`src/hw/rtl/pwm_pkg.sv`:
```
// Package for the peak window mean block: item and result types,
// sequencer states, command codes and fixed field widths.
// No dependencies.
package pwm_pkg;

  localparam int AXES     = 3;
  localparam int AXIS_W   = 2;
  localparam int SAMPLE_W = 14;
  localparam int PEAK_W   = 15;
  localparam int MEAN_W   = 12;
  localparam int SPP_W    = 8;
  localparam int MODE_W   = 2;

  localparam logic [MEAN_W-1:0] MEAN_MAX = {MEAN_W{1'b1}};
  localparam logic [SPP_W-1:0]  SPP_RESET = 8'd20;

  typedef enum logic [MODE_W-1:0] {
    MODE_SAMPLE    = 2'd0,
    MODE_CLR_PEAKS = 2'd1,
    MODE_CLR_OFFS  = 2'd2,
    MODE_CALIBRATE = 2'd3
  } pwm_mode_t;

  typedef enum logic [3:0] {
    ST_IDLE,
    ST_SAMPLE,
    ST_COUNT,
    ST_CAL_DIV,
    ST_CAL_WAIT,
    ST_RING_RD,
    ST_RING_UPD,
    ST_MEAN_WAIT,
    ST_DONE
  } pwm_state_t;

  typedef struct packed {
    logic [MODE_W-1:0]                  mode;
    logic [AXES-1:0][SAMPLE_W-1:0]      smp;   // index 0 = X
  } pwm_item_t;

  typedef struct packed {
    logic [AXES-1:0][MEAN_W-1:0] mean;         // per axis, index 0 = X
    logic                        closed;
    logic                        calib;
  } pwm_result_t;

endpackage

```
`src/hw/rtl/pwm_div.sv`:
```
// Restoring divider, one quotient bit per cycle, shared by the sequencer
// for calibration offsets and window means. Depends on nothing.
module pwm_div #(
  parameter int DD_W = 21,
  parameter int DV_W = 7
) (
  input  logic            clk,
  input  logic            rst_n,
  input  logic            start,
  input  logic [DD_W-1:0] dividend,
  input  logic [DV_W-1:0] divisor,
  output logic            done,
  output logic [DD_W-1:0] quotient
);

  localparam int CNT_W = $clog2(DD_W + 1);

  logic             busy_r, busy_nxt;
  logic             done_r, done_nxt;
  logic [CNT_W-1:0] cnt_r, cnt_nxt;
  logic [DV_W-1:0]  rem_r, rem_nxt;
  logic [DD_W-1:0]  quo_r, quo_nxt;
  logic [DV_W-1:0]  dvs_r, dvs_nxt;
  logic [DV_W:0]    trial;
  logic [DV_W:0]    diff;
  logic             ge;

  always_comb begin
    trial    = {rem_r, quo_r[DD_W-1]};
    diff     = trial - {1'b0, dvs_r};
    ge       = trial >= {1'b0, dvs_r};
    busy_nxt = busy_r;
    done_nxt = 1'b0;
    cnt_nxt  = cnt_r;
    rem_nxt  = rem_r;
    quo_nxt  = quo_r;
    dvs_nxt  = dvs_r;
    if (start) begin
      busy_nxt = 1'b1;
      cnt_nxt  = CNT_W'(DD_W);
      rem_nxt  = '0;
      quo_nxt  = dividend;
      dvs_nxt  = divisor;
    end else if (busy_r) begin
      rem_nxt = ge ? diff[DV_W-1:0] : trial[DV_W-1:0];
      quo_nxt = {quo_r[DD_W-2:0], ge};
      cnt_nxt = cnt_r - 1'b1;
      if (cnt_r == CNT_W'(1)) begin
        busy_nxt = 1'b0;
        done_nxt = 1'b1;
      end
    end
  end

  always_ff @(posedge clk) begin
    if (!rst_n) begin
      busy_r <= 1'b0;
      done_r <= 1'b0;
      cnt_r  <= '0;
    end else begin
      busy_r <= busy_nxt;
      done_r <= done_nxt;
      cnt_r  <= cnt_nxt;
    end
    rem_r <= rem_nxt;
    quo_r <= quo_nxt;
    dvs_r <= dvs_nxt;
  end

  assign done     = done_r;
  assign quotient = quo_r;

endmodule

```
`src/hw/rtl/pwm_ring.sv`:
```
// Peak ring memory, all axes in one array, one write and one registered
// read port. Depends on nothing.
module pwm_ring #(
  parameter int DEPTH = 30,
  parameter int AW    = 5,
  parameter int DW    = 15
) (
  input  logic          clk,
  input  logic          wr_en,
  input  logic [AW-1:0] wr_addr,
  input  logic [DW-1:0] wr_data,
  input  logic          rd_en,
  input  logic [AW-1:0] rd_addr,
  output logic [DW-1:0] rd_data
);

  logic [DW-1:0] mem [DEPTH];
  logic [DW-1:0] rd_data_r;

  always_ff @(posedge clk) begin
    if (wr_en) begin
      mem[wr_addr] <= wr_data;
    end
    if (rd_en) begin
      rd_data_r <= mem[rd_addr];
    end
  end

  assign rd_data = rd_data_r;

endmodule

```
`src/hw/rtl/pwm_seq.sv`:
```
// Sequencer and state of the peak window mean block: per-axis peak update,
// calibration and ring update, one axis at a time over the shared divider.
// Depends on pwm_pkg, pwm_div and pwm_ring.
module pwm_seq
  import pwm_pkg::*;
#(
  parameter int WINDOW_DEPTH  = 10,
  parameter int CALIB_SAMPLES = 100,
  parameter int MEAN_DIVISOR  = 4
) (
  input  logic             clk,
  input  logic             rst_n,
  input  logic             start,
  input  pwm_item_t        item,
  input  logic [SPP_W-1:0] spp,
  output logic             idle,
  output logic             res_valid,
  input  logic             res_take,
  output pwm_result_t      result
);

  localparam int RP_W   = (WINDOW_DEPTH > 1) ? $clog2(WINDOW_DEPTH) : 1;
  localparam int FILL_W = $clog2(WINDOW_DEPTH + 1);
  localparam int RSUM_W = PEAK_W + $clog2(WINDOW_DEPTH + 1);
  localparam int CCNT_W = $clog2(CALIB_SAMPLES + 1);
  localparam int CSUM_W = SAMPLE_W + $clog2(CALIB_SAMPLES + 1);
  localparam int MDV    = WINDOW_DEPTH * MEAN_DIVISOR;
  localparam int DVA_W  = $clog2(MDV + 1);
  localparam int DVB_W  = $clog2(CALIB_SAMPLES + 1);
  localparam int DV_W   = (DVA_W > DVB_W) ? DVA_W : DVB_W;
  localparam int DD_W   = (RSUM_W > CSUM_W) ? RSUM_W : CSUM_W;
  localparam int MEM_D  = AXES * WINDOW_DEPTH;
  localparam int MA_W   = $clog2(MEM_D);

  pwm_state_t state_r, state_nxt;
  logic [AXIS_W-1:0]                 axis_r, axis_nxt;
  pwm_item_t                         item_r, item_nxt;
  logic [AXES-1:0][SAMPLE_W-1:0]     offset_r, offset_nxt;
  logic [AXES-1:0][PEAK_W-1:0]       peak_r, peak_nxt;
  logic [AXES-1:0][RSUM_W-1:0]       rsum_r, rsum_nxt;
  logic [AXES-1:0][CSUM_W-1:0]       csum_r, csum_nxt;
  logic [AXES-1:0][MEAN_W-1:0]       mean_r, mean_nxt;
  logic [RP_W-1:0]                   pos_r, pos_nxt;
  logic [FILL_W-1:0]                 fill_r, fill_nxt;
  logic [SPP_W-1:0]                  scnt_r, scnt_nxt;
  logic [CCNT_W-1:0]                 ccnt_r, ccnt_nxt;
  logic                              cact_r, cact_nxt;
  logic                              closed_r, closed_nxt;
  logic                              win_r, win_nxt;

  logic signed [SAMPLE_W-1:0] raw;
  logic signed [SAMPLE_W+1:0] v_s;
  logic [PEAK_W-1:0]          v_mag;
  logic [SPP_W-1:0]           scnt_inc;
  logic [CCNT_W-1:0]          ccnt_inc;
  logic                       cal_end;
  logic                       win_hit;
  logic                       ring_full;
  logic [FILL_W-1:0]          fill_new;
  logic [PEAK_W-1:0]          old_peak;
  logic [RSUM_W-1:0]          rsum_new;
  logic                       cneg;
  logic [CSUM_W-1:0]          cmag;
  logic [SAMPLE_W-1:0]        qoff;

  logic            div_start;
  logic [DD_W-1:0] div_dvd;
  logic [DV_W-1:0] div_dvs;
  logic            div_done;
  logic [DD_W-1:0] div_q;

  logic            mem_wr, mem_rd;
  logic [MA_W-1:0] mem_addr;
  logic [PEAK_W-1:0] mem_rdata;

  pwm_div #(.DD_W(DD_W), .DV_W(DV_W)) u_div (
    .clk      (clk),
    .rst_n    (rst_n),
    .start    (div_start),
    .dividend (div_dvd),
    .divisor  (div_dvs),
    .done     (div_done),
    .quotient (div_q)
  );

  pwm_ring #(.DEPTH(MEM_D), .AW(MA_W), .DW(PEAK_W)) u_ring (
    .clk     (clk),
    .wr_en   (mem_wr),
    .wr_addr (mem_addr),
    .wr_data (peak_r[axis_r]),
    .rd_en   (mem_rd),
    .rd_addr (mem_addr),
    .rd_data (mem_rdata)
  );

  always_comb begin
    raw       = $signed(item_r.smp[axis_r]);
    v_s       = cact_r ? (SAMPLE_W+2)'(raw)
                       : (SAMPLE_W+2)'(raw) - (SAMPLE_W+2)'($signed(offset_r[axis_r]));
    v_mag     = v_s[SAMPLE_W+1] ? '0 : v_s[PEAK_W-1:0];
    scnt_inc  = scnt_r + 1'b1;
    ccnt_inc  = ccnt_r + 1'b1;
    cal_end   = cact_r && (ccnt_inc >= CCNT_W'(CALIB_SAMPLES));
    win_hit   = scnt_inc >= spp;
    ring_full = fill_r == FILL_W'(WINDOW_DEPTH);
    fill_new  = ring_full ? fill_r : fill_r + 1'b1;
    old_peak  = ring_full ? mem_rdata : '0;
    rsum_new  = rsum_r[axis_r] - RSUM_W'(old_peak) + RSUM_W'(peak_r[axis_r]);
    cneg      = csum_r[axis_r][CSUM_W-1];
    cmag      = cneg ? -csum_r[axis_r] : csum_r[axis_r];
    qoff      = cneg ? -div_q[SAMPLE_W-1:0] : div_q[SAMPLE_W-1:0];
    mem_addr  = MA_W'(axis_r) * MA_W'(WINDOW_DEPTH) + MA_W'(pos_r);

    state_nxt  = state_r;
    axis_nxt   = axis_r;
    item_nxt   = item_r;
    offset_nxt = offset_r;
    peak_nxt   = peak_r;
    rsum_nxt   = rsum_r;
    csum_nxt   = csum_r;
    mean_nxt   = mean_r;
    pos_nxt    = pos_r;
    fill_nxt   = fill_r;
    scnt_nxt   = scnt_r;
    ccnt_nxt   = ccnt_r;
    cact_nxt   = cact_r;
    closed_nxt = closed_r;
    win_nxt    = win_r;
    div_start  = 1'b0;
    div_dvd    = DD_W'(cmag);
    div_dvs    = DV_W'(CALIB_SAMPLES);
    mem_wr     = 1'b0;
    mem_rd     = 1'b0;

    unique case (state_r)
      ST_IDLE: begin
        if (start) begin
          item_nxt   = item;
          closed_nxt = 1'b0;
          axis_nxt   = '0;
          unique case (pwm_mode_t'(item.mode))
            MODE_SAMPLE: begin
              state_nxt = ST_SAMPLE;
            end
            MODE_CLR_PEAKS: begin
              peak_nxt  = '0;
              state_nxt = ST_DONE;
            end
            MODE_CLR_OFFS: begin
              peak_nxt   = '0;
              cact_nxt   = 1'b0;
              ccnt_nxt   = '0;
              csum_nxt   = '0;
              offset_nxt = '0;
              state_nxt  = ST_DONE;
            end
            MODE_CALIBRATE: begin
              peak_nxt  = '0;
              cact_nxt  = 1'b1;
              ccnt_nxt  = '0;
              csum_nxt  = '0;
              state_nxt = ST_DONE;
            end
            default: state_nxt = ST_DONE;
          endcase
        end
      end
      ST_SAMPLE: begin
        if (cact_r) begin
          csum_nxt[axis_r] = csum_r[axis_r] + CSUM_W'(raw);
        end
        if (v_mag > peak_r[axis_r]) begin
          peak_nxt[axis_r] = v_mag;
        end
        if (axis_r == AXIS_W'(AXES - 1)) begin
          axis_nxt  = '0;
          state_nxt = ST_COUNT;
        end else begin
          axis_nxt = axis_r + 1'b1;
        end
      end
      ST_COUNT: begin
        if (cact_r) begin
          ccnt_nxt = cal_end ? '0 : ccnt_inc;
        end
        if (cal_end) begin
          cact_nxt = 1'b0;
        end
        scnt_nxt = win_hit ? '0 : scnt_inc;
        win_nxt  = win_hit;
        priority if (cal_end) begin
          state_nxt = ST_CAL_DIV;
        end else if (win_hit) begin
          state_nxt = ST_RING_RD;
        end else begin
          state_nxt = ST_DONE;
        end
      end
      ST_CAL_DIV: begin
        div_start = 1'b1;
        state_nxt = ST_CAL_WAIT;
      end
      ST_CAL_WAIT: begin
        if (div_done) begin
          offset_nxt[axis_r] = qoff;
          csum_nxt[axis_r]   = '0;
          if (axis_r == AXIS_W'(AXES - 1)) begin
            axis_nxt  = '0;
            state_nxt = win_r ? ST_RING_RD : ST_DONE;
          end else begin
            axis_nxt  = axis_r + 1'b1;
            state_nxt = ST_CAL_DIV;
          end
        end
      end
      ST_RING_RD: begin
        mem_rd    = 1'b1;
        state_nxt = ST_RING_UPD;
      end
      ST_RING_UPD: begin
        mem_wr           = 1'b1;
        rsum_nxt[axis_r] = rsum_new;
        div_start        = 1'b1;
        div_dvd          = DD_W'(rsum_new);
        div_dvs          = DV_W'(fill_new) * DV_W'(MEAN_DIVISOR);
        state_nxt        = ST_MEAN_WAIT;
      end
      ST_MEAN_WAIT: begin
        if (div_done) begin
          mean_nxt[axis_r] = (div_q > DD_W'(MEAN_MAX)) ? MEAN_MAX : div_q[MEAN_W-1:0];
          if (axis_r == AXIS_W'(AXES - 1)) begin
            axis_nxt   = '0;
            pos_nxt    = (pos_r == RP_W'(WINDOW_DEPTH - 1)) ? '0 : pos_r + 1'b1;
            fill_nxt   = fill_new;
            peak_nxt   = '0;
            closed_nxt = 1'b1;
            win_nxt    = 1'b0;
            state_nxt  = ST_DONE;
          end else begin
            axis_nxt  = axis_r + 1'b1;
            state_nxt = ST_RING_RD;
          end
        end
      end
      ST_DONE: begin
        if (res_take) begin
          state_nxt = ST_IDLE;
        end
      end
      default: state_nxt = ST_IDLE;
    endcase
  end

  always_ff @(posedge clk) begin
    if (!rst_n) begin
      state_r <= ST_IDLE;
    end else begin
      state_r <= state_nxt;
    end
  end

  always_ff @(posedge clk) begin
    if (!rst_n) begin
      axis_r   <= '0;
      offset_r <= '0;
      peak_r   <= '0;
      rsum_r   <= '0;
      csum_r   <= '0;
      mean_r   <= '0;
      pos_r    <= '0;
      fill_r   <= '0;
      scnt_r   <= '0;
      ccnt_r   <= '0;
      cact_r   <= 1'b0;
      closed_r <= 1'b0;
      win_r    <= 1'b0;
    end else begin
      axis_r   <= axis_nxt;
      offset_r <= offset_nxt;
      peak_r   <= peak_nxt;
      rsum_r   <= rsum_nxt;
      csum_r   <= csum_nxt;
      mean_r   <= mean_nxt;
      pos_r    <= pos_nxt;
      fill_r   <= fill_nxt;
      scnt_r   <= scnt_nxt;
      ccnt_r   <= ccnt_nxt;
      cact_r   <= cact_nxt;
      closed_r <= closed_nxt;
      win_r    <= win_nxt;
    end
    item_r <= item_nxt;
  end

  assign idle          = state_r == ST_IDLE;
  assign res_valid     = state_r == ST_DONE;
  assign result.mean   = mean_r;
  assign result.closed = closed_r;
  assign result.calib  = cact_r;

endmodule

```
`src/hw/rtl/axis_peak_window_mean.sv`:
```
// Top level of the peak window mean block: stream ports, window length
// register and output register. Depends on pwm_pkg and pwm_seq.
//
//  channel  ports                               item
//  input    in_tvalid/in_tready/in_tdata/tuser  mode + X, Y, Z sample
//  output   out_tvalid/out_tready/out_tdata/tuser  Y, X, Z means + flags
//  config   cfg_wr_en/cfg_wr_data               samples_per_peak
//
// Sample item: 3 axis steps in one shared datapath, then count and result.
// Command item: result only. Window close adds ring read, ring update and mean
// divide per axis; calibration end adds an offset divide per axis (bit-serial
// divider, width DD = 21 by default). in_tready is low from accept until the
// result moves to the output register, which holds while out_tready is low.
// Reset is synchronous; item, output data, divider datapath and ring not cleared.
module axis_peak_window_mean
  import pwm_pkg::*;
#(
  parameter int WINDOW_DEPTH  = 10,
  parameter int CALIB_SAMPLES = 100,
  parameter int MEAN_DIVISOR  = 4
) (
  input  logic             clk,
  input  logic             rst_n,
  input  logic             in_tvalid,
  output logic             in_tready,
  input  logic [47:0]      in_tdata,    // sample_x, sample_y, sample_z, zero pad
  input  logic [1:0]       in_tuser,    // mode
  output logic             out_tvalid,
  input  logic             out_tready,
  output logic [39:0]      out_tdata,   // mean_first, mean_second, mean_third, pad
  output logic [1:0]       out_tuser,   // window_closed, calibrating
  input  logic             cfg_wr_en,
  input  logic [SPP_W-1:0] cfg_wr_data
);

  logic [SPP_W-1:0] spp_r, spp_nxt;
  logic             out_valid_r, out_valid_nxt;
  logic [39:0]      out_data_r, out_data_nxt;
  logic [1:0]       out_user_r, out_user_nxt;

  pwm_item_t   item;
  pwm_result_t result;
  logic        seq_idle;
  logic        res_valid;
  logic        res_take;
  logic        start;

  assign item.mode   = in_tuser;
  assign item.smp[0] = in_tdata[13:0];
  assign item.smp[1] = in_tdata[27:14];
  assign item.smp[2] = in_tdata[41:28];
  assign in_tready   = seq_idle;
  assign start       = in_tvalid && seq_idle;
  assign res_take    = !out_valid_r || out_tready;

  pwm_seq #(
    .WINDOW_DEPTH  (WINDOW_DEPTH),
    .CALIB_SAMPLES (CALIB_SAMPLES),
    .MEAN_DIVISOR  (MEAN_DIVISOR)
  ) u_seq (
    .clk       (clk),
    .rst_n     (rst_n),
    .start     (start),
    .item      (item),
    .spp       (spp_r),
    .idle      (seq_idle),
    .res_valid (res_valid),
    .res_take  (res_take),
    .result    (result)
  );

  always_comb begin
    spp_nxt       = cfg_wr_en ? cfg_wr_data : spp_r;
    out_valid_nxt = out_valid_r && !out_tready;
    out_data_nxt  = out_data_r;
    out_user_nxt  = out_user_r;
    if (res_valid && res_take) begin
      out_valid_nxt = 1'b1;
      // X and Y leave swapped
      out_data_nxt  = {4'd0, result.mean[2], result.mean[0], result.mean[1]};
      out_user_nxt  = {result.calib, result.closed};
    end
  end

  always_ff @(posedge clk) begin
    if (!rst_n) begin
      spp_r       <= SPP_RESET;
      out_valid_r <= 1'b0;
    end else begin
      spp_r       <= spp_nxt;
      out_valid_r <= out_valid_nxt;
    end
    out_data_r <= out_data_nxt;
    out_user_r <= out_user_nxt;
  end

  assign out_tvalid = out_valid_r;
  assign out_tdata  = out_data_r;
  assign out_tuser  = out_user_r;

endmodule

```
`config.mk`:
```
export PLATFORM = sky130hd
export DESIGN_NAME = axis_peak_window_mean
export DESIGN_NICKNAME = d
export VERILOG_FILES = /design/src/hw/rtl/pwm_pkg.sv /design/src/hw/rtl/pwm_div.sv /design/src/hw/rtl/pwm_ring.sv /design/src/hw/rtl/pwm_seq.sv /design/src/hw/rtl/axis_peak_window_mean.sv
export SDC_FILE = /design/constraint.sdc
export NUM_CORES = 2
export LEC_CHECK = 0
export BUFFER_PORTS_ARGS = -buffer_cell sky130_fd_sc_hd__buf_2
export CORE_MARGIN = 3
export CORE_UTILIZATION = 50
export CTS_CLUSTER_DIAMETER = 200
export CTS_CLUSTER_SIZE = 30
export DETAILED_ROUTE_END_ITERATION = 16
export GPL_ROUTABILITY_DRIVEN = 0
export HOLD_SLACK_MARGIN = 0.12
export PLACE_DENSITY = 0.69
export SETUP_SLACK_MARGIN = 0.02
export SLEW_MARGIN = 25
export SYNTH_ARGS = -nofsm -noshare
export SYNTH_HDL_FRONTEND = slang
export SYNTH_SLANG_ARGS = --single-unit
```
`constraint.sdc`:
```
create_clock -name clk -period 9.75 [get_ports clk]
set_input_delay 0.975 -clock clk [delete_from_list [all_inputs] [get_ports clk]]
set_output_delay 0.975 -clock clk [all_outputs]
set_load 0.03 [all_outputs]
```
# After elaboration in Yosys (flattened, before gate mapping)
# Memories as Yosys holds them, arrays and structs flattened. A register that Yosys moved wholly into a read port is not among the register bits.
# Index checks and enable logic that the tools add are counted.
# word_totals
ff_bits,406
latch_bits,0
ramBits,450
rom_bits,0
out_inout_bits,44
word_cells,230
n_memories,1
# classes
add_sub_neg,14
mul,1
div_mod_pow,0
n_lt_le_gt_ge,7
eq_ne,30
shift,0
n_mux,98
n_bitwise,4
n_reduce_logical,36
# mem_list
memory,words,width,read_ports,rd_clocked_by_memory_dff,wr,line,text
u_seq.u_ring.mem,30,15,1,1,1,pwm_ring.sv:17,logic [DW-1:0] mem [DEPTH];
# op_table
op,count
$mux W63,4
$mux W45,5
$pmux W63 S3,1
$pmux W45 S3,1
$mux W21,6
$mux W42,3
$pmux W42 S2,1
$and A63 B63 Y63,1
$bwmux W63,1
$not A63 Y63,1
$mux W15,4
$bwmux W57,1
$bmux W14 S2,2
$mux W14,4
$mux W4,12
$bwmux W45,1
$bmux W21 S2,1
$bwmux W42,1
$demux W21 S2,1
$mux W7,6
$bmux W19 S2,1
$demux W19 S2,1
$mux W19,2
$bwmux W36,1
other kinds (61),128

# Logic depth before layout (Yosys ltp)
# depth
ltp_word,8
ltp_mapped,31
mapped_depth_nobuf,23

# Cells and area by module
# A second synthesis with hierarchy kept.
# unflattened
cells_unflattened,3301
hier_area_um2,40030.9
# by_module_without_submodules
mod,n_inst,cells_each,area_per_inst_um2
pwm_seq,1,2155,18174.9
pwm_ring,1,886,18106.1
pwm_div,1,186,2228.4
axis_peak_window_mean,1,74,1521.5

# Worst setup path before layout
# No wires, ideal clock.
# synth_path
kind,register to register
from,register u_seq.axis_r[0]
to,register u_seq.peak_r[10] in the netlist's numbering
arrival_ns,6.114
t_required_ns,9.678
slack_ns,3.564
path_stages_with_launch,31
synth_period_minus_slack_ns,6.186
cell_sequence,dfxtp_1 buf_6 buf_4 buf_4 buf_4 buf_4 buf_2 buf_2 buf_2 o22ai_1 ha_1 fa_1 nor2b_1 o2111ai_1 nand3_1 and3b_1 o21ai_0 a31oi_1 clkbuf_1 o211ai_1 inv_1 ha_1 a21o_1 a21o_1 a21oi_1 nor2_1 a211oi_1 a221oi_2 a21oi_1 clkbuf_1 o2bb2ai_1
# synth_between
elab_chain_cells,8
# synth_rtl
item,line,text
"start, declared",pwm_seq.sv:36,"logic [AXIS_W-1:0] axis_r, axis_nxt;"
"start signal, assigned",pwm_seq.sv:278,axis_r <= axis_nxt;
"$bmux W14 S2, on equally long branches","pwm_seq.sv:97, pwm_seq.sv:99",
"$mux W14, on equally long branches","pwm_seq.sv:97, pwm_seq.sv:99",
$sub A14 B14 Y15,pwm_seq.sv:99,: (SAMPLE_W+2)'(raw) - (SAMPLE_W+2)'($signed(offset_r[axis_r]));
$mux W16,pwm_seq.sv:98,v_s = cact_r ? (SAMPLE_W+2)'(raw)
$mux W15,pwm_seq.sv:100,v_mag = v_s[SAMPLE_W+1] ? '0 : v_s[PEAK_W-1:0];
$gt A15 B15 Y1 / $bwmux W45 (equally long branches),"pwm_seq.sv:172, pwm_seq.sv:173",
$ne A2 B1 Y1 (no line) / $mux W45 (equally long branches),n/a,
$reduce_and A6 Y1 (no line) / $pmux W45 S3 (equally long branches),n/a,
"end signal, assigned",pwm_seq.sv:280,peak_r <= peak_nxt;
"end, declared",pwm_seq.sv:39,"logic [AXES-1:0][PEAK_W-1:0] peak_r, peak_nxt;"
# Parallel ways exist; a longest one is shown, timed or not. The select of a mux whose other input is x is not followed.
# A chain may end at the register's enable or synchronous reset.

# Worst setup path after layout
# layout_path
from,register u_seq.axis_r[1]
to,register u_seq.peak_r[5] in the netlist's numbering
# Same word-level chain as after synthesis.

==> impl_metrics.yaml <==
setup_path:
  r2r.worst_path.cells: 23
  r2r_setup_slack_ps: 2580
  worst-path-max-fanout: 50
  critical_path.reg2reg.endpoint: "u_seq.peak_r[5]"
  cp-end-kind: "flip-flop"
  criticalPathCategory: "flip-flop to flip-flop"
  r2r-start: "u_seq.axis_r[1]"
  crit_path_start_kind: "flip-flop"
  required_ps: 10270
  arrival_ps: 7690
cts:
  clock_insertion_delay_worst_skew_ps: 620
  cts-resized-gates: 0
  cts-buffers-inserted: 34
  cts.reportedPaths.clkPinSlew_ps: 120
  cts_hold_fix_bufs: 0
  cts_root_buffer: "clkbuf_16"
  cts.repair_timing.setup_buffer_count: 0
  cts-htree-levels: 2
  clockBufferDepth: 3
  cts_tree: "done"
  clock-sinks: 866
sta:
  total_negative_slack_for_setup_checks_ps: 0
  actual_transition_at_the_worst_max_transition_pin_ps: 1090
  fin_ws_ps: 2580
  maxSlewHeadroom_pct: 26.9
  timing.final.crit_share_pct: 73.6
  drv_slew: 0
  fin_hold_ws_ps: 441
  timing.clock.skew_ps: 36.7
  setup_viol: 0
  max_clock_freq_mhz: 139
  grt_setup_unrepaired: "no"
  finalHoldViolCount: 0
  final_period_demand_of_the_worst_path_ps: 7170
hold_path:
  min_delay_path_depth: 0
  hold_path.class: "flip-flop to flip-flop"
  min-delay-start: "u_seq.result[27]"
  worstHoldEndpoint: "out_tdata[25]"
placement:
  hpwlAfterDp_um: 65700
  port_buffers: 96
  dp_slack_ps: 2750
  placed_cells: 4270
floorplanning:
  initial_utilization_pct: 51.0
  floorplan.die.height_um: 286
  die_area_sq_um: 81600
  rows: 101
  pin_count: 107
  chipWidth_um: 286
  core_area_sq_um: 76700
global_routing:
  first_global_vias: 25551
  globalRoute.totalOverflow: 0
  met3_use_gr_pct: 2.96
  total_grt_usage_pct: 23.5
  grtUsageMet1_pct: 30.8
  grt_pass1_wl_um: 150000
  number_of_antenna_violations_at_the_first_check_in_global_routing: 1
  grt_start_max_net_pins: 135
  globalRoute.busiestLayer: "met2"
  groute.layer.met2.usage_pct: 40.2
cells_and_area:
  syn2layout_area_growth_pct: 7.28
  num-nets-final: 3452
  final_layout_size_suffix_gt1_share_pct: 11.5
  post_layout_nonfiller_instances: 4333
  insertedDiodeCount: 0
  final_core_utilization_pct: 54.7
logic_synthesis:
  synth.most_common_cell: "edfxtp_1"
  async_s_r_ff_share_synth_pct: 0
  synth.area.top_cells: "edfxtp_1 44%, dfxtp_1 15%, mux4_2 6.0%"
  syn-instance-count: 3227
  synth.cell_area_sq_um: 39100
  synth-seq-area-share_pct: 58.9
  post_synth.cell_area_avg_sq_um: 12.1
  yosys.cell_types.count: 85
  post-synth-top-area-cell: "edfxtp_1"
  synth_top_area_share_pct: 43.8
  synth_edf_count: 571
  total_of_flip_flops_plus_latches_after_synthesis: 866
  ys_warnings: 0
  post_synth_most_frequent_cells: "571 x edfxtp_1, 331 x nor2_1, 295 x dfxtp_1"
  dominantRegCellSynth: "edfxtp_1"
power_and_ir_drop:
  switchingPower_mw: 1.38
  vdd.ir_drop.worst_uv: 204
  cellInternalPower_mw: 4.75
  leakage_power_figure_nw: 13.6
  switching_share_pct: 22.5
  p_seq_share_pct: 63.9
  clk_network_pwr_share_pct: 29.8
  powerDensity_nw_per_um2: 146
  comb_power_share_pct: 6.3
detailed_routing:
  drt_iter0_markers: 2693
  wl_per_instance_um: 22.7
  num_vias: 26534
  routed_wl_um: 98300
  antenna_left: 0
  vias_per_cell: 6.12
  drt_pass1_iterations: 8
  detail_route.drc_violations: 0
run_status:
  run_status: "complete, no violations"
flow_run:
  maxCapViolCount: 0
[through the flow]
stage               power, mW  instance area [sq um]
floorplan                4.26                  39200
global placement         4.37                  40900
detailed placement       4.38                  40900
CTS                      6.15                  41900
global route             6.33                  42000
finish                   6.13                  42000
[how the worst max path moves through the flow]
stage | start | end | slack (ps) | cells past startpoint
after CTS | u_seq.axis_r[1] | u_seq.peak_r[6] | 2680 | 23
after global routing | u_seq.axis_r[1] | u_seq.peak_r[2] | 1980 | 22
after detailed placement | u_seq.axis_r[1] | u_seq.peak_r[12] | 2750 | 23
after global placement | u_seq.axis_r[1] | u_seq.peak_r[32] | 2450 | 23
final | u_seq.axis_r[1] | u_seq.peak_r[5] | 2580 | 23
after floorplan | u_seq.axis_r[0] | u_seq.peak_r[10] | 3560 | 30
[flip-flops by register name, indices dropped and copies added (netlist names), 7 cells and up]
register / cells
u_seq.u_ring.mem: 450
u_seq.csum_r: 63
u_seq.rsum_r: 57
u_seq.item_r: 42
u_seq.offset_r: 42
u_seq.peak_r: 42
out_tdata: 36
u_seq.result: 36
u_seq.u_div.quotient: 21
u_seq.u_ring.rd_data: 15
spp_r: 8
u_seq.scnt_r: 8
u_seq.ccnt_r: 7
u_seq.u_div.rem_r: 7
[cell families after synthesis]
group                    synth area share [%]
XOR/XNOR                                 2.04
adder cells (fa/ha/maj)                  3.95
buffers and inverters                    3.17
AND/OR/NAND/NOR                          10.4
multiplexers                             9.01
other                                  0.0192
AO/OA/AOI/OAI                            12.5
flip-flops                               58.9
[power by group through the flow]
stage	Combinational [mW]	Sequential (mW)	Clock, mW
after floorplan	0.247	4.01	0
after global placement	0.369	4.00	0
after detailed placement	0.380	4.00	0
after CTS	0.382	3.92	1.86
after global routing	0.426	3.92	1.98
final	0.389	3.92	1.83
[placed cells by master (no fill, tap or decap), types with 75 or more instances in the layout]
cell / instances
edfxtp_1: 571
nor2_1: 326
dfxtp_1: 292
nand2_1: 283
a21oi_1: 199
mux2i_1: 110
mux4_2: 105
buf_2: 96
inv_1: 95
o21ai_0: 95
ha_1: 92
buf_4: 79
a22oi_1: 75
[layer usage]
layer / vias to the layer above / wire length (um) / part of all wire, %
met5: - / 9 / 0.0092
li1: 12047 / - / -
met2: 1131 / 48700 / 50
met4: 2 / 3730 / 3.8
met3: 217 / 6600 / 6.7
met1: 13137 / 39300 / 40
[cell type report]
| type | instances | area, sq um |
|---|---|---|
| timing repair buffer | 177 | 1120 |
| tap | 1030 | 1290 |
| clock buffer | 59 | 966 |
| sequential | 866 | 23100 |
| multi-input combinational | 2091 | 15000 |
| fill | 6330 | 34800 |
| clock inverter | 3 | 58.8 |
| inverter | 107 | 407 |
[worst max-delay path, stage by stage (launching register included)]
cell       delay [ps]
dfxtp_4           710
nor2b_4           890
nand2_1           110
o21ai_0           190
inv_1             100
ha_1              260
fa_1              480
nor2b_1           170
o2111ai_1         210
nand3_1           180
and3b_1           210
o21ai_0           140
a31oi_2           660
o211ai_1          280
inv_1             120
ha_1              150
nor2b_1           130
o21a_1            110
o21ai_0            80
a21oi_1           180
o31ai_1           100
a221oi_2          490
nand4_1           720
o2bb2ai_1         380
No activity file was read; power rests on OpenSTA's default activity.
